### src/sklfsr_pkg.sv
// Shared constants, types and functions of the seed-to-key LFSR block.
package sklfsr_pkg;

    localparam int SEED_W      = 24;
    localparam int KEY_W       = 24;
    localparam int LFSR_W      = 24;
    localparam int MASK_W      = 40;
    localparam int CHAL_W      = 64;
    localparam int CFG_IDX_W   = 8;
    localparam int CFG_DATA_W  = 40;
    localparam int BITS_PER_CELL = 8;
    localparam int NUM_CELLS   = CHAL_W / BITS_PER_CELL;

    localparam logic [LFSR_W-1:0] TAP_BITS = 24'h109028;
    localparam logic [MASK_W-1:0] MASK_RESET = 40'hFF_FFFF_FFFF;
    localparam logic [LFSR_W-1:0] INIT_RESET = 24'hC541A9;

    localparam logic [CFG_IDX_W-1:0] REG_CHALLENGE_MASK = 8'd0;
    localparam logic [CFG_IDX_W-1:0] REG_INIT_VALUE     = 8'd1;

    typedef struct packed {
        logic [LFSR_W-1:0] r;
        logic [CHAL_W-1:0] chal;
    } sklfsr_work_t;

    function automatic logic [LFSR_W-1:0] lfsr_step(input logic [LFSR_W-1:0] r,
                                                      input logic chal_bit);
        logic                in_bit;
        logic [LFSR_W-1:0]   nxt;
        in_bit = chal_bit ^ r[0];
        nxt = {in_bit, r[LFSR_W-1:1]};
        if (in_bit)
        begin
            nxt = nxt ^ TAP_BITS;
        end
        return nxt;
    endfunction

    function automatic logic [KEY_W-1:0] shuffle(input logic [LFSR_W-1:0] r);
        return {r[11:4], r[15:12], r[23:20], r[3:0], r[19:16]};
    endfunction

endpackage

### src/seed_key_lfsr_24.sv
// Top level of the seed-to-key block: configuration registers and the cell chain.
//
// A seed request is accepted on a rising edge with in_valid high and in_stall low.
// The key request for it appears on out_valid/key and is taken on an edge with
// out_stall low. The block holds a chain of eight cells; each cell runs eight
// steps of the 24-bit shift register on one byte of the 64-bit challenge, and a
// key is offered once its request has passed through the registers of all
// eight cells in order.
// With out_stall low the block takes one seed every cycle.
// When the receiver stalls, the key stays on the port unchanged and requests
// still in flight move up into empty cells; in_stall rises only once every cell
// holds a request.
// Configuration is written through cfg_we, cfg_index and cfg_data: index 0 is
// the 40-bit challenge mask, index 1 the 24-bit start value; other indexes are
// ignored. Writes must be made only while no request is in flight; the block
// does not enforce it. Reset clears all cells and loads the mask with all ones
// and the start value with 0xC541A9.
module seed_key_lfsr_24
    import sklfsr_pkg::*;
(
    input  logic                  clk,
    input  logic                  rst_n,
    input  logic                  cfg_we,
    input  logic [CFG_IDX_W-1:0]  cfg_index,
    input  logic [CFG_DATA_W-1:0] cfg_data,
    input  logic                  in_valid,
    output logic                  in_stall,
    input  logic [SEED_W-1:0]     seed,
    output logic                  out_valid,
    input  logic                  out_stall,
    output logic [KEY_W-1:0]      key
);

    logic [MASK_W-1:0] mask_reg;
    logic [LFSR_W-1:0] init_reg;

    logic         valid [0:NUM_CELLS];
    logic         ready [0:NUM_CELLS];
    sklfsr_work_t data  [0:NUM_CELLS];

    always_ff @(posedge clk or negedge rst_n)
    begin
        if (!rst_n)
        begin
            mask_reg <= MASK_RESET;
            init_reg <= INIT_RESET;
        end
        else if (cfg_we)
        begin
            unique case (cfg_index)
                REG_CHALLENGE_MASK: mask_reg <= cfg_data[MASK_W-1:0];
                REG_INIT_VALUE:     init_reg <= cfg_data[LFSR_W-1:0];
                default:            ;
            endcase
        end
    end

    assign valid[0]     = in_valid;
    assign in_stall     = !ready[0];
    assign data[0].r    = init_reg;
    assign data[0].chal = {mask_reg[7:0], mask_reg[15:8], mask_reg[23:16],
                           mask_reg[31:24], mask_reg[39:32],
                           seed[7:0], seed[15:8], seed[23:16]};

    for (genvar g = 0; g < NUM_CELLS; g++)
    begin : g_cell
        sklfsr_cell u_cell (
            .clk      (clk),
            .rst_n    (rst_n),
            .up_valid (valid[g]),
            .up_ready (ready[g]),
            .up_data  (data[g]),
            .dn_valid (valid[g+1]),
            .dn_ready (ready[g+1]),
            .dn_data  (data[g+1])
        );
    end

    assign ready[NUM_CELLS] = !out_stall;
    assign out_valid        = valid[NUM_CELLS];
    assign key              = shuffle(data[NUM_CELLS].r);

endmodule

### src/sklfsr_cell.sv
// One pipeline cell that runs eight LFSR steps on the low challenge byte.
module sklfsr_cell
    import sklfsr_pkg::*;
(
    input  logic         clk,
    input  logic         rst_n,
    input  logic         up_valid,
    output logic         up_ready,
    input  sklfsr_work_t up_data,
    output logic         dn_valid,
    input  logic         dn_ready,
    output sklfsr_work_t dn_data
);

    logic         valid_reg;
    logic         valid_next;
    sklfsr_work_t data_reg;
    sklfsr_work_t data_next;

    assign up_ready = !valid_reg || dn_ready;

    always_comb
    begin
        logic [LFSR_W-1:0] r;
        r = up_data.r;
        for (int i = 0; i < BITS_PER_CELL; i++)
        begin
            r = lfsr_step(r, up_data.chal[i]);
        end
        data_next.r = r;
        data_next.chal = up_data.chal >> BITS_PER_CELL;
        valid_next = up_ready ? up_valid : valid_reg;
    end

    always_ff @(posedge clk or negedge rst_n)
    begin
        if (!rst_n)
        begin
            valid_reg <= 1'b0;
        end
        else
        begin
            valid_reg <= valid_next;
        end
    end

    always_ff @(posedge clk)
    begin
        if (up_ready && up_valid)
        begin
            data_reg <= data_next;
        end
    end

    assign dn_valid = valid_reg;
    assign dn_data  = data_reg;

endmodule

### config.mk
export PLATFORM = sky130hd
export DESIGN_NAME = seed_key_lfsr_24
export DESIGN_NICKNAME = d
export VERILOG_FILES = /design/src/sklfsr_pkg.sv /design/src/seed_key_lfsr_24.sv /design/src/sklfsr_cell.sv
export SDC_FILE = /design/constraint.sdc
export NUM_CORES = 1
export LEC_CHECK = 0
export BUFFER_PORTS_ARGS = -buffer_cell sky130_fd_sc_hd__buf_4
export CELL_PAD_IN_SITES_DETAIL_PLACEMENT = 2
export CELL_PAD_IN_SITES_GLOBAL_PLACEMENT = 2
export CORE_ASPECT_RATIO = 1.4
export CORE_UTILIZATION = 54
export DETAILED_ROUTE_END_ITERATION = 12
export PLACE_DENSITY = 0.88
export SLEW_MARGIN = 20
export SYNTH_ARGS = -nofsm -noshare
export SYNTH_HDL_FRONTEND = slang
export SYNTH_HIERARCHICAL = 1
export SYNTH_SLANG_ARGS = --single-unit
### constraint.sdc
create_clock -name clk -period 7.6 [get_ports clk]
set_clock_uncertainty 0.05 [all_clocks]
set_input_delay 1.52 -clock clk [delete_from_list [all_inputs] [get_ports clk]]
set_output_delay 1.52 -clock clk [all_outputs]
set_load 0.02 [all_outputs]
==> flow_metrics.tcl <==
set metrics [dict create \
    outcome "complete, no violations" \
    crit_arrival_ps 3500 \
    hp-class "flop to flop" \
    cts_inserted_buffers 46 \
    slowest_stage "nand2b_1" \
    wire_per_inst_um 38.2 \
    drt_iter0_drc 748 \
    path_cells "buf_4 -> inv_1 -> nand2b_1 -> nand2b_1 -> nand2b_1 -> nand2b_1 -> nand2b_1 -> nand2b_1 -> nand2b_1 -> nand2b_1 -> inv_1 -> buf_4" \
    grt_pass1_vias 10200 \
    clk_pin_slew_worst_paths_ps 70 \
    drtAntennaViolNets 0 \
    ios 103 \
    largest_reg_flops 416 \
    drc 0 \
    slew_violations 0 \
    crit_type "input pin to output pin" \
    track_usage 0.342 \
    fp-row-count 82 \
    dr.pass1.iters 5 \
    hold_depth 0 \
    dpl.cell_count 1508 \
    tns_ps 0 \
    fin_crit_ps 5070 \
    port_buffers 102 \
    grt-ovfl-total 0 \
    clock-sinks 488 \
    timing_hold_violations_final 0 \
    drive_gt1_frac 0.319 \
    final_area_sq_mm 0.0225 \
    ir_drop_v 0.000375 \
    num_vias 8997 \
    cts_tree "yes" \
    hpwl_um 36900 \
    yosysWarnings 6 \
    crit_top_cell "nand2b_1" \
    leakage_nw 8.45 \
    start_kind "input pin" \
    drv_cap 0 \
    die_y_um 228 \
    drt_wl_total_um 60800 \
    holdWs_ps 371 \
    dpl_cell_area_sq_mm 0.0210 \
    met1_length_um 20200 \
    start_util 0.549 \
    tightest_slew_ps 1140 \
    die-area_sq_mm 0.0372 \
    grt_pass1_wl_um 84800 \
    fmax_ghz 0.197 \
    final_cells 1591 \
    avgSynthCellArea_sq_um 20.9 \
    fin_crit_sh 0.667 \
    core-area_sq_mm 0.0358 \
    ctsHoldBuffers 0 \
    cts_buffer_depth 3 \
    syn_nets 1019 \
    gp_congestion 0.755 \
    highest_layer "met5" \
    power.density_mw_per_mm2 562 \
    met2_length_um 35600 \
    rsz0062_at_grt "false" \
    insertedDiodeCount 0 \
    required_ps 6030 \
    critPathMaxStageDelay_ps 220 \
    syn2layout_area_growth_pct 14.3 \
    viasPerCell 5.65 \
    syn-cell-area_sq_mm 0.0197 \
    fin_nets 1171 \
    antenna_found_initial 3 \
    synthCells 942 \
    grt_max_degree 79 \
    cts_setup_buffers 0 \
    power.total_mw 12.6 \
    finalSetupViolCount 0 \
    htreeDepth 2 \
    max-slew-margin-rel 0.241 \
    cts_root_buf "clkbuf_16" \
    clock_latency_ps 570 \
    route.met3.wl_um 2430 \
    end_kind "output pin" \
    ctsResizeCount 0 \
    reg2reg_depth 10 \
    fp.dieW_um 163 \
    path_max_fanout 3 \
]
[worst paths after layout]
| check | slack, ps | from | end |
|---|---|---|---|
| worst min-delay path | 370 | g_cell[3].u_cell/dn_data[31] | g_cell[4].u_cell/dn_data[23] |
| worst max register to register | 4280 | g_cell[7].u_cell/dn_valid | g_cell[0].u_cell/dn_data[10] |
| worst max-delay path | 2530 | out_stall | in_stall |
| worst min register to register | 370 | g_cell[3].u_cell/dn_data[31] | g_cell[4].u_cell/dn_data[23] |
| max in group asynchronous | 5550 | rst_n | g_cell[3].u_cell/dn_valid |
| min in group asynchronous | 960 | rst_n | mask_reg[32] |
[where the power goes]
group,leakage (nW),total (mW),internal (mW),switching (mW)
sequential,4.90,4.93,4.36,0.569
clock,0.723,2.35,1.26,1.09
combinational,2.83,5.34,2.18,3.16
total,8.45,12.6,7.81,4.81
[layout make-up]
class / instances / area (sq um)
Clock inverter: 23 / 196
Sequential cell: 488 / 14400
Clock buffer: 60 / 1240
Tap cell: 462 / 578
Inverter: 11 / 41.3
Multi-Input combinational cell: 436 / 5230
Fill cell: 2781 / 13300
Timing Repair Buffer: 111 / 833
[critical path, delay by kind of cell]
family	cells	cell delay, ps
buf+inv	4	370
simple gates	8	1610
[cells in the final DEF, fill, tap and decap left out, drive strengths merged, types with 8 or more instances in the layout]
master / n
edfxtp: 416
xnor2: 216
buf: 111
xor2: 80
mux2: 64
clkbuf: 60
dfstp: 50
xnor3: 40
dfrtp: 22
clkinv: 18
nand2b: 16
inv: 13
xor3: 8
and2: 8
[per-layer routing]
metal / vias up / track usage
met5: - / 0
met4: 2 / 0.139
met3: 107 / 0.0458
met2: 363 / 0.666
met1: 4839 / 0.359
li1: 3686 / -
[per-stage QoR]
step / worst slack (ps) / util
final: 2530 / 0.628
after floorplan: 2700 / -
after detailed placement: 2680 / 0.588
after CTS: 2510 / 0.628
after global routing: 2380 / 0.628
after global placement: 2820 / 0.588
No activity file was read; power rests on OpenSTA's default activity.
